File: config.mk
export PLATFORM = sky130hd
export DESIGN_NAME = priority_requeue_queue_flat
export DESIGN_NICKNAME = d
export VERILOG_FILES = /design/src/prq_pkg.sv /design/src/prq_req_if.sv /design/src/prq_rsp_if.sv /design/src/prq_mem.sv /design/src/prq_ctrl.sv /design/src/priority_requeue_queue.sv /design/src/flat_wrapper.sv
export SDC_FILE = /design/constraint.sdc
export NUM_CORES = 1
export LEC_CHECK = 0
export BUFFER_PORTS_ARGS = -buffer_cell sky130_fd_sc_hd__buf_2
export CORE_AREA = 2 2 273 275
export DETAILED_ROUTE_END_ITERATION = 8
export DIE_AREA = 0 0 275 277
export PLACE_DENSITY = 0.65
export SLEW_MARGIN = 20
export SYNTH_ARGS = -nofsm -noshare
export SYNTH_HDL_FRONTEND = slang
export SYNTH_SLANG_ARGS = --single-unit
export TNS_END_PERCENT = 1
File: constraint.sdc
create_clock -name clk_i -period 7.5 [get_ports clk_i]
set_input_delay 1.5 -clock clk_i [delete_from_list [all_inputs] [get_ports clk_i]]
set_output_delay 1.5 -clock clk_i [all_outputs]
set_load 0.005 [all_outputs]
File: src/prq_pkg.sv
// ----------------------------------------------------------------------------
// prq_pkg
// Types and codes shared by the sorted request queue modules.
// ----------------------------------------------------------------------------
package prq_pkg;

  typedef enum logic [1:0] {
    REQ_INSERT = 2'd0,
    REQ_CANCEL = 2'd1,
    REQ_SERVE  = 2'd2
  } req_type_e;

  typedef enum logic [1:0] {
    STATUS_OK      = 2'd0,
    STATUS_FULL    = 2'd1,
    STATUS_NONE    = 2'd2,
    STATUS_INVALID = 2'd3
  } status_e;

  typedef struct packed {
    logic [7:0] pid;
    logic [7:0] prio;
    logic       rep;
    logic [7:0] tag;
  } entry_t;

  typedef enum logic [2:0] {
    ST_IDLE,
    ST_PREP,
    ST_SCAN,
    ST_INS,
    ST_HEAD,
    ST_RESP
  } state_e;

  localparam int unsigned OccW = 6;

endpackage

File: src/prq_req_if.sv
// ----------------------------------------------------------------------------
// prq_req_if
// Request channel of the sorted request queue: valid/ready and one item.
// ----------------------------------------------------------------------------
interface prq_req_if;

  logic       valid;
  logic       ready;
  logic [1:0] req_type;
  logic [7:0] req_pid;
  logic [7:0] req_priority;
  logic       req_repeat;
  logic [7:0] req_tag;

  modport source (
    output valid, req_type, req_pid, req_priority, req_repeat, req_tag,
    input  ready
  );

  modport sink (
    input  valid, req_type, req_pid, req_priority, req_repeat, req_tag,
    output ready
  );

endinterface

File: src/prq_rsp_if.sv
// ----------------------------------------------------------------------------
// prq_rsp_if
// Response channel of the sorted request queue: valid/ready and one item.
// ----------------------------------------------------------------------------
interface prq_rsp_if;

  logic       valid;
  logic       ready;
  logic [1:0] status;
  logic [7:0] out_pid;
  logic [7:0] out_priority;
  logic       out_repeat;
  logic [7:0] out_tag;
  logic [5:0] occupancy;

  modport source (
    output valid, status, out_pid, out_priority, out_repeat, out_tag, occupancy,
    input  ready
  );

  modport sink (
    input  valid, status, out_pid, out_priority, out_repeat, out_tag, occupancy,
    output ready
  );

endinterface

File: src/prq_mem.sv
// ----------------------------------------------------------------------------
// prq_mem
// Entry storage: one write port and one read port with registered read data.
// ----------------------------------------------------------------------------
module prq_mem #(
  parameter int unsigned QUEUE_DEPTH = 32,
  localparam int unsigned AW = (QUEUE_DEPTH > 1) ? $clog2(QUEUE_DEPTH) : 1
) (
  input  logic             clk_i,
  input  logic             we_i,
  input  logic [AW-1:0]    waddr_i,
  input  prq_pkg::entry_t  wdata_i,
  input  logic [AW-1:0]    raddr_i,
  output prq_pkg::entry_t  rdata_o
);
  import prq_pkg::*;

  entry_t mem_q [QUEUE_DEPTH];

  always_ff @(posedge clk_i) begin
    if (we_i) begin
      mem_q[waddr_i] <= wdata_i;
    end
  end

  always_ff @(posedge clk_i) begin
    rdata_o <= mem_q[raddr_i];
  end

endmodule

File: src/prq_ctrl.sv
// ----------------------------------------------------------------------------
// prq_ctrl
// Sequencer that walks the entry storage one entry per cycle, with a single
// compare unit, to insert, cancel and serve entries of the sorted queue.
// ----------------------------------------------------------------------------
module prq_ctrl #(
  parameter int unsigned QUEUE_DEPTH = 32,
  localparam int unsigned AW = (QUEUE_DEPTH > 1) ? $clog2(QUEUE_DEPTH) : 1
) (
  input  logic             clk_i,
  input  logic             rst_ni,
  prq_req_if.sink          req_i,
  prq_rsp_if.source        rsp_o,
  output logic             mem_we_o,
  output logic [AW-1:0]    mem_waddr_o,
  output prq_pkg::entry_t  mem_wdata_o,
  output logic [AW-1:0]    mem_raddr_o,
  input  prq_pkg::entry_t  mem_rdata_i
);
  import prq_pkg::*;

  localparam int unsigned CW = $clog2(QUEUE_DEPTH + 1);
  localparam logic [CW-1:0] DepthC = CW'(QUEUE_DEPTH);

  state_e          state_q, state_d;
  logic [CW-1:0]   count_q, count_d;
  logic            found_q, found_d;
  status_e         status_q, status_d;
  logic [AW-1:0]   idx_q, idx_d;
  entry_t          entry_q, entry_d;
  logic [7:0]      key_q, key_d;
  logic            serve_q, serve_d;

  logic [CW-1:0]   cnt_m1;
  logic [AW-1:0]   idx_p1;
  logic [AW-1:0]   idx_m1;
  logic            last;
  logic            hit;
  entry_t          entry_sel;
  logic [CW+OccW-1:0] occ_ext;

  assign cnt_m1    = count_q - 1'b1;
  assign idx_p1    = idx_q + 1'b1;
  assign idx_m1    = idx_q - 1'b1;
  assign last      = (CW'(idx_q) == cnt_m1);
  assign hit       = !found_q && (serve_q ? (idx_q == '0) : (mem_rdata_i.pid == key_q));
  assign entry_sel = hit ? mem_rdata_i : entry_q;

  always_comb begin
    state_d     = state_q;
    count_d     = count_q;
    found_d     = found_q;
    status_d    = status_q;
    idx_d       = idx_q;
    entry_d     = entry_q;
    key_d       = key_q;
    serve_d     = serve_q;
    mem_we_o    = 1'b0;
    mem_waddr_o = idx_p1;
    mem_wdata_o = entry_q;
    mem_raddr_o = idx_p1;
    req_i.ready = 1'b0;
    rsp_o.valid = 1'b0;

    case (state_q)
      ST_IDLE: begin
        req_i.ready = 1'b1;
        mem_raddr_o = '0;
        if (req_i.valid) begin
          found_d  = 1'b0;
          status_d = STATUS_OK;
          idx_d    = '0;
          key_d    = req_i.req_pid;
          case (req_type_e'(req_i.req_type))
            REQ_INSERT: begin
              serve_d = 1'b0;
              if (req_i.req_priority == 8'd0) begin
                status_d = STATUS_INVALID;
                state_d  = ST_RESP;
              end else if (count_q == DepthC) begin
                status_d = STATUS_FULL;
                state_d  = ST_RESP;
              end else begin
                entry_d = '{pid: req_i.req_pid, prio: req_i.req_priority,
                            rep: req_i.req_repeat, tag: req_i.req_tag};
                state_d = ST_PREP;
              end
            end
            REQ_CANCEL, REQ_SERVE: begin
              serve_d = (req_type_e'(req_i.req_type) == REQ_SERVE);
              if (count_q == '0) begin
                status_d = STATUS_NONE;
                state_d  = ST_RESP;
              end else begin
                state_d = ST_SCAN;
              end
            end
            default: begin
              serve_d  = 1'b0;
              status_d = STATUS_INVALID;
              state_d  = ST_RESP;
            end
          endcase
        end
      end

      // Start an insert walk from the tail, or place directly into an empty queue.
      ST_PREP: begin
        if (count_q == '0) begin
          mem_we_o    = 1'b1;
          mem_waddr_o = '0;
          count_d     = count_q + 1'b1;
          state_d     = ST_RESP;
        end else begin
          mem_raddr_o = cnt_m1[AW-1:0];
          idx_d       = cnt_m1[AW-1:0];
          state_d     = ST_INS;
        end
      end

      // Forward walk: find the entry to remove, then move every later entry
      // down by one place.
      ST_SCAN: begin
        mem_raddr_o = idx_p1;
        idx_d       = idx_p1;
        if (hit) begin
          found_d = 1'b1;
          entry_d = mem_rdata_i;
        end else if (found_q) begin
          mem_we_o    = 1'b1;
          mem_waddr_o = idx_m1;
          mem_wdata_o = mem_rdata_i;
        end
        if (last) begin
          if (found_q || hit) begin
            count_d = cnt_m1;
            state_d = (serve_q && entry_sel.rep) ? ST_PREP : ST_RESP;
          end else begin
            status_d = STATUS_NONE;
            state_d  = ST_RESP;
          end
        end
      end

      // Backward walk: shift lower-priority entries up until the new entry fits.
      ST_INS: begin
        mem_raddr_o = idx_m1;
        idx_d       = idx_m1;
        mem_we_o    = 1'b1;
        mem_waddr_o = idx_p1;
        if (mem_rdata_i.prio >= entry_q.prio) begin
          mem_wdata_o = entry_q;
          count_d     = count_q + 1'b1;
          state_d     = ST_RESP;
        end else begin
          mem_wdata_o = mem_rdata_i;
          if (idx_q == '0) begin
            state_d = ST_HEAD;
          end
        end
      end

      ST_HEAD: begin
        mem_we_o    = 1'b1;
        mem_waddr_o = '0;
        count_d     = count_q + 1'b1;
        state_d     = ST_RESP;
      end

      ST_RESP: begin
        rsp_o.valid = 1'b1;
        if (rsp_o.ready) begin
          state_d = ST_IDLE;
        end
      end

      default: begin
        state_d = ST_IDLE;
      end
    endcase
  end

  always_ff @(posedge clk_i or negedge rst_ni) begin
    if (!rst_ni) begin
      state_q  <= ST_IDLE;
      count_q  <= '0;
      found_q  <= 1'b0;
      status_q <= STATUS_OK;
    end else begin
      state_q  <= state_d;
      count_q  <= count_d;
      found_q  <= found_d;
      status_q <= status_d;
    end
  end

  always_ff @(posedge clk_i) begin
    idx_q   <= idx_d;
    entry_q <= entry_d;
    key_q   <= key_d;
    serve_q <= serve_d;
  end

  assign occ_ext            = {{OccW{1'b0}}, count_q};
  assign rsp_o.status       = status_q;
  assign rsp_o.out_pid      = found_q ? entry_q.pid  : 8'd0;
  assign rsp_o.out_priority = found_q ? entry_q.prio : 8'd0;
  assign rsp_o.out_repeat   = found_q ? entry_q.rep  : 1'b0;
  assign rsp_o.out_tag      = found_q ? entry_q.tag  : 8'd0;
  assign rsp_o.occupancy    = occ_ext[OccW-1:0];

endmodule

File: src/priority_requeue_queue.sv
// ----------------------------------------------------------------------------
// priority_requeue_queue
// Sorted request queue with insert, cancel by pid and serve with requeue.
// ----------------------------------------------------------------------------
// The block handles one request item at a time and is not ready while it
// works. An insert walks the queue from its tail (an empty queue takes the
// entry directly), a cancel and a serve walk it from its head, and a serve of
// a repeat entry removes it and then reinserts it behind its priority band; a
// rejected request, and a serve or cancel on an empty queue, goes straight to
// its result. The walks pass over the entry memory one entry per cycle through
// its single read and single write port, with one compare unit judging each
// entry. The result item is then held until it is taken, and the next request
// is accepted in the following cycle.
module priority_requeue_queue #(
  parameter int unsigned QUEUE_DEPTH = 32
) (
  input logic       clk_i,
  input logic       rst_ni,
  prq_req_if.sink   req_i,
  prq_rsp_if.source rsp_o
);
  import prq_pkg::*;

  localparam int unsigned AW = (QUEUE_DEPTH > 1) ? $clog2(QUEUE_DEPTH) : 1;

  logic          mem_we;
  logic [AW-1:0] mem_waddr;
  entry_t        mem_wdata;
  logic [AW-1:0] mem_raddr;
  entry_t        mem_rdata;

  prq_ctrl #(
    .QUEUE_DEPTH (QUEUE_DEPTH)
  ) u_ctrl (
    .clk_i       (clk_i),
    .rst_ni      (rst_ni),
    .req_i       (req_i),
    .rsp_o       (rsp_o),
    .mem_we_o    (mem_we),
    .mem_waddr_o (mem_waddr),
    .mem_wdata_o (mem_wdata),
    .mem_raddr_o (mem_raddr),
    .mem_rdata_i (mem_rdata)
  );

  prq_mem #(
    .QUEUE_DEPTH (QUEUE_DEPTH)
  ) u_mem (
    .clk_i   (clk_i),
    .we_i    (mem_we),
    .waddr_i (mem_waddr),
    .wdata_i (mem_wdata),
    .raddr_i (mem_raddr),
    .rdata_o (mem_rdata)
  );

endmodule

File: src/flat_wrapper.sv
// flat-port wrapper written by rule: the top's interface ports become plain ports
module priority_requeue_queue_flat import prq_pkg::*;
#(
  parameter int unsigned QUEUE_DEPTH = 32
)
  (clk_i, rst_ni, req_i_valid, req_i_req_type, req_i_req_pid, req_i_req_priority, req_i_req_repeat, req_i_req_tag, req_i_ready, rsp_o_valid, rsp_o_status, rsp_o_out_pid, rsp_o_out_priority, rsp_o_out_repeat, rsp_o_out_tag, rsp_o_occupancy, rsp_o_ready);
  prq_req_if req_i_i ();
  prq_rsp_if rsp_o_i ();
  input logic clk_i;
  input logic rst_ni;
  input wire logic [$bits(req_i_i.valid)-1:0] req_i_valid;
  input wire logic [$bits(req_i_i.req_type)-1:0] req_i_req_type;
  input wire logic [$bits(req_i_i.req_pid)-1:0] req_i_req_pid;
  input wire logic [$bits(req_i_i.req_priority)-1:0] req_i_req_priority;
  input wire logic [$bits(req_i_i.req_repeat)-1:0] req_i_req_repeat;
  input wire logic [$bits(req_i_i.req_tag)-1:0] req_i_req_tag;
  output wire logic [$bits(req_i_i.ready)-1:0] req_i_ready;
  output wire logic [$bits(rsp_o_i.valid)-1:0] rsp_o_valid;
  output wire logic [$bits(rsp_o_i.status)-1:0] rsp_o_status;
  output wire logic [$bits(rsp_o_i.out_pid)-1:0] rsp_o_out_pid;
  output wire logic [$bits(rsp_o_i.out_priority)-1:0] rsp_o_out_priority;
  output wire logic [$bits(rsp_o_i.out_repeat)-1:0] rsp_o_out_repeat;
  output wire logic [$bits(rsp_o_i.out_tag)-1:0] rsp_o_out_tag;
  output wire logic [$bits(rsp_o_i.occupancy)-1:0] rsp_o_occupancy;
  input wire logic [$bits(rsp_o_i.ready)-1:0] rsp_o_ready;
  assign req_i_i.valid = req_i_valid;
  assign req_i_i.req_type = req_i_req_type;
  assign req_i_i.req_pid = req_i_req_pid;
  assign req_i_i.req_priority = req_i_req_priority;
  assign req_i_i.req_repeat = req_i_req_repeat;
  assign req_i_i.req_tag = req_i_req_tag;
  assign req_i_ready = req_i_i.ready;
  assign rsp_o_valid = rsp_o_i.valid;
  assign rsp_o_status = rsp_o_i.status;
  assign rsp_o_out_pid = rsp_o_i.out_pid;
  assign rsp_o_out_priority = rsp_o_i.out_priority;
  assign rsp_o_out_repeat = rsp_o_i.out_repeat;
  assign rsp_o_out_tag = rsp_o_i.out_tag;
  assign rsp_o_occupancy = rsp_o_i.occupancy;
  assign rsp_o_i.ready = rsp_o_ready;
  priority_requeue_queue #(.QUEUE_DEPTH(QUEUE_DEPTH)) u_core (.clk_i(clk_i), .rst_ni(rst_ni), .req_i(req_i_i), .rsp_o(rsp_o_i));
endmodule
Yosys cells after proc, flatten, opt, wreduce, memory -nomap -nowiden

Memory sizes are Yosys's and may differ from the RTL's. A register that Yosys moved wholly into a read port is not among the register bits.
Cells that the tools add are included.

Register bits: 51
Memory bits (writable): 800
Input port bits: 31
Output and inout port bits: 35
Logic and storage cells: 123
Memories: 1

Add/sub/neg operators: 4
Magnitude comparators: 1
Equal/unequal tests: 23
Mux-type cells: 61
Reductions and logical operators: 22

Memories:

| memory             | depth | bits a word | rd ports | clocked after memory_dff | wr ports | RTL line      | source |
|---|---|---|---|---|---|---|---|
| u_core.u_mem.mem_q | 32    | 25          | 1        | 1                        | 1        | prq_mem.sv:18 | `entry_t mem_q [QUEUE_DEPTH];` |

Operator list:

| kind                  | count |
|---|---|
| $mux W25              | 8 |
| $pmux W25 S2          | 2 |
| $mux W3               | 11 |
| $mux W5               | 6 |
| $pmux W5 S3           | 2 |
| $mux W6               | 4 |
| $mux W8               | 3 |
| $pmux W6 S4           | 1 |
| $ne A2 B2 Y1 const B  | 11 |
| $pmux W5 S4           | 1 |
| $pmux W3 S6           | 1 |
| $mux W1               | 12 |
| $mux W2               | 5 |
| $reduce_and A5 Y1     | 2 |
| $eq A8 B8 Y1          | 1 |
| $ge A8 B8 Y1          | 1 |
| $logic_not A8 Y1      | 1 |
| $pmux W2 S2           | 2 |
| $reduce_and A4 Y1     | 2 |
| $reduce_bool A4 Y1    | 2 |
| $add A6 B1 Y6 const B | 1 |
| $eq A3 B2 Y1 const B  | 2 |
| $eq A3 B3 Y1 const B  | 2 |
| $eq A5 B6 Y1          | 1 |
| other kinds (24)      | 27 |

Longest topological paths before layout

Depth in word-level cells: 9
Gate-level depth with buffers: 14
Mapped depth without buffers: 9

Cells and area by module

Synthesis repeated with hierarchy kept, for this count alone.

Cells, all modules: 2221
Area, all modules: 35893.2 um2

By module, submodules not included:

| module   | instances | cells each | area each (um2) | seq. area each (um2) |
|---|---|---|---|---|
| prq_mem  | 1         | 1778       | 31826.8         | 24523.5 |
| prq_ctrl | 1         | 443        | 4066.4          | 1471.4 |

Worst setup path after synthesis

No wires, ideal clock.

Path type: reg2reg
Start: reg u_core.u_ctrl.count_q[0] (netlist: u_core.u_ctrl.rsp_o.occupancy[0])
End: mem u_core.u_mem.mem_q[29][0] in the netlist's numbering (enable)
Library setup time: 0.470 ns
Data arrival time: 5.002 ns
Required time: 7.030 ns
Setup slack: 2.028 ns
Cell stages (with the launch flop): 11
Clock period less this slack: 5.472 ns
Cell sequence: dfrtp_1 > inv_1 > ha_1 > or4b_1 > buf_2 > nor2_1 > a21oi_1 > and2_1 > or3_1 > clkbuf_1 > nor4_1

Word-level cells in the longest chain between the ends: 5
Elaborated cells on any way between the ends: 7
Classes of those cells: 6 x mux; 1 x reduce/logical

Ends and longest elaborated chain:

| item                          | RTL line        | source |
|---|---|---|
| from (decl)                   | prq_ctrl.sv:26  | `logic [CW-1:0] count_q, count_d;` |
| from (signal assigned)        | prq_ctrl.sv:191 | `count_q <= count_d;` |
| $logic_not A6 Y1 *            | prq_ctrl.sv:109 | `if (count_q == '0) begin` |
| $mux W1                       | prq_ctrl.sv:109 |  |
| $pmux W1 S3                   | prq_ctrl.sv:65  | `case (state_q)` |
| $mux W1                       | prq_mem.sv:21   | `if (we_i) begin` |
| $mux W1 (not written as such) | prq_mem.sv:22   | `mem_q[waddr_i] <= wdata_i;` |
| to (decl)                     | prq_mem.sv:18   |  |

Every way passes the cells marked *; elsewhere a longest branch is shown, timed or not.

Worst setup path after layout

Start: reg u_core.u_ctrl.count_q[0] (netlist: u_core.u_ctrl.rsp_o.occupancy[0])
End: mem u_core.u_mem.mem_q[16][1] in the netlist's numbering (enable)

The elaborated chain is that of the path after synthesis.

==> metrics.yaml <==
setup_path:
  crit_required_ns: 7.83
  slowest_delay_ns: 0.75
  r2r_slack_ns: 2.56
  path_cells: "inv_1, ha_1, or4b_1, nor2_1, a21oi_1, a32o_1, o21ai_1, nand3_1, nor2_4, buf_8"
  critPathLaunchType: "register"
  crit_slowest_cell: "nor2_4"
  path_max_fanout: 16
  crit_arrival_ns: 5.28
  worstSetupPathType: "register to register"
  cp-end-kind: "register"
timing:
  finalHoldViolCount: 0
  slew_headroom: 0.245
  min_period_over_period: 0.659
  grt_setup_unrepaired: "false"
  setup_viol: 0
  period_needed_ns: 4.94
  fmaxAchievable_mhz: 202
  finalClockSkew_ns: 0.0305
  fin_tns_setup_ns: 0
  worst_pin_slew_ns: 1.13
  timing.hold.ws_ns: 0.490
  report.final.slew_viol_count: 0
clocking:
  cts_tree: "built"
  clock_path_buffers: 3
  cts_buffers: 88
  cts.sink_count: 876
  cts_resized: 0
  clock-root-buffer: "clkbuf_16"
  worst_skew_pair.late_latency_ns: 0.65
  post_cts_buffers: 0
  hold_buffers: 0
  cts.reportedPaths.clkPinSlew_ns: 0.06
  cts-htree-levels: 3
synthesis:
  async_reset_ff_frac: 0.0137
  synth.distinct_cells: 67
  syn_nets: 2714
  synth_edf_count: 839
  ys_seq_area_frac: 0.715
  synth-seq-cells: 876
  synth_cells: 2668
  netlist_area_um2: 36400
  yosys_warnings: 0
  synth_ff_type: "edfxtp_1"
  syn_avg_cell_area_um2: 13.6
floorplan:
  rows: 100
  die_h_um: 277
  io_pins: 66
  die_area_um2: 76200
  coreArea_um2: 73600
  die_x_um: 275
  initial_core_util: 0.494
drt:
  drc_errors: 0
  ant_nets: 0
  drt_wl_total_um: 110000
  vias: 24200
  first_pass_iters: 8
  wl_per_cell_um: 29.4
  avgViaCountPerCell: 6.47
  drtIter0Drc: 3668
power_and_ir_drop:
  leakagePower_uw: 0.0137
  pwr_density_cell_nw_per_um2: 511
  peakVddDrop_v: 0.000548
job:
  cap_violations: 0
layout:
  nets: 2736
  nFillCells: 5856
  drive_gt1_frac: 0.125
  syn2layout_area_growth_pct: 13.3
placed_design:
  dpl.hpwl_um: 61600
  gp_routability_congestion: 0.913
  port-buffer-count: 65
run_status:
  outcome: "finished clean"
global_routing:
  antenna_found_initial: 4
  grt_pass1_wl_um: 159000
  overflow: 0
  grt_pass1_vias: 22900
  grt_max_degree: 162
  track_usage: 0.287
min_path:
  hold_class: "register to register"
per-layer routing:
metal	GRT usage	routed length [µm]	up-vias	share of wire
li1	-	-	10300	-
met1	0.412	43800	12100	0.40
met2	0.428	49900	1497	0.45
met3	0.0616	12400	208	0.11
met4	0.110	3940	2	0.036
met5	0	15	-	0.00014
state kept, by name (all words and copies together) (netlist names):
signal                         cells
u_core.u_ctrl.found_q              1
u_core.u_ctrl.idx_q                5
u_core.u_ctrl.entry_q             25
u_core.u_mem.rdata_o              25
u_core.u_ctrl.state_q              3
u_core.u_ctrl.rsp_o.occupancy      6
u_core.u_mem.mem_q               800
u_core.u_ctrl.rsp_o.status         2
u_core.u_ctrl.key_q                8
u_core.u_ctrl.serve_q              1
critical path: cells and delay by family, from the launching register on:
family / cells / cell delay (ns)
and+or+nand+nor: 4 / 2.40
buffers and inverters: 2 / 0.45
adders and majority gates: 1 / 0.27
AOI/OAI and AO/OA: 3 / 1.02
DFF: 1 / 0.48
report_power, final:
part | leakage (µW) | switching, µW | total (µW) | internal (µW)
Clock | 0.00144 | 1870 | 4490 | 2630
Combinational | 0.00435 | 6960 | 9670 | 2710
Sequential | 0.00793 | 414 | 6860 | 6440
kinds of logic (layout without fill, tap and decap cells):
family,Yosys count,in the layout,synth area share
and+or+nand+nor,949,949,0.122
xor gates and xnor gates,25,25,0.00602
adders and majority gates,15,15,0.00516
muxes,108,108,0.0298
other,0,2,0
DFF,876,876,0.715
AOI/OAI and AO/OA,464,464,0.0951
buffers and inverters,231,329,0.0269
synthesized netlist by cell type (3+ instances only):
cell type	count	area share
nor3b_1	3	0.00062
o31ai_1	4	0.00083
nor4_1	7	0.0012
nand2b_1	5	0.00086
buf_6	4	0.0012
and2_1	26	0.0045
ha_1	15	0.0052
o22ai_1	3	0.00052
a211oi_1	128	0.026
or4_1	3	0.00062
a21oi_1	69	0.0095
nand3_1	211	0.029
dfrtp_1	12	0.0083
o31a_1	3	0.00072
a22o_1	23	0.0055
nor2b_1	3	0.00052
buf_4	5	0.0010
or3_1	6	0.0010
nor3_1	7	0.00096
o21ai_0	43	0.0059
nor4b_1	75	0.018
buf_1	5	0.00052
o2111ai_1	26	0.0063
nor2_1	60	0.0062
nand4_1	8	0.0014
clkinv_1	3	0.00031
edfxtp_1	839	0.69
xnor2_1	18	0.0043
a31oi_1	4	0.00069
a21o_1	3	0.00062
xor2_1	7	0.0017
clkbuf_1	140	0.014
buf_2	51	0.0070
mux2i_1	107	0.029
nand2_1	523	0.054
inv_1	23	0.0024
a2111oi_0	27	0.0065
o211ai_1	4	0.00083
a311oi_1	100	0.024
dfxtp_1	25	0.014
final cells by class:
type                       count  area (µm²)  area share
antenna                        2        5.00    0.000122
inverter                      26        97.6     0.00237
clock inverter                37         458      0.0111
sequential                   876       26000       0.631
clock buffer                 129        2490      0.0604
tap                          969        1210      0.0294
multi-input combinational   1561        9990       0.243
timing repair buffer         137         935      0.0227
cells in the final DEF, fill, tap and decap left out, drive strengths merged, types with 5 or more instances in the layout:
cell / instances
clkbuf: 129
nor3: 8
bufinv: 9
nor2: 60
o21ai: 45
a22o: 23
xnor2: 18
dfrtp: 12
nor4b: 76
edfxtp: 839
inv: 30
buf: 137
dfxtp: 25
nor4: 8
and2: 26
nand3: 212
nand2b: 5
ha: 15
o2111ai: 26
a2111oi: 27
clkinv: 23
xor2: 7
a21oi: 69
nand4: 8
nand2: 523
a311oi: 100
mux2i: 107
a211oi: 128
or3: 6
path summary, 6_finish.rpt:
path | from | end | cells past startpoint
max | u_core.u_ctrl.rsp_o.occupancy[0] | u_core.u_mem.mem_q[16][1] | 10
min | u_core.u_ctrl.rsp_o.status[0] | u_core.u_ctrl.rsp_o.status[0] | 2
max reg2reg | u_core.u_ctrl.rsp_o.occupancy[0] | u_core.u_mem.mem_q[16][1] | 10
min reg2reg | u_core.u_ctrl.rsp_o.status[0] | u_core.u_ctrl.rsp_o.status[0] | 2
max in group asynchronous | rst_ni | u_core.u_ctrl.rsp_o.occupancy[0] | 1
min in group asynchronous | rst_ni | u_core.u_ctrl.found_q | 1
stage by stage:
| step | area [µm²] | power, µW | utilization | worst slack [ns] | instances |
|---|---|---|---|---|---|
| after floorplan | 36400 | 13000 | - | 2.03 | 2668 |
| after global placement | 38000 | 16200 | 0.517 | 2.65 | 3566 |
| after detailed placement | 38100 | 16400 | 0.517 | 2.52 | 3566 |
| after CTS | 41000 | 20900 | 0.557 | 2.45 | 3732 |
| after global routing | 41200 | 21900 | 0.560 | 2.35 | 3737 |
| final | 41200 | 21000 | 0.560 | 2.56 | 3737 |
Power figures use the tool's default switching activity.
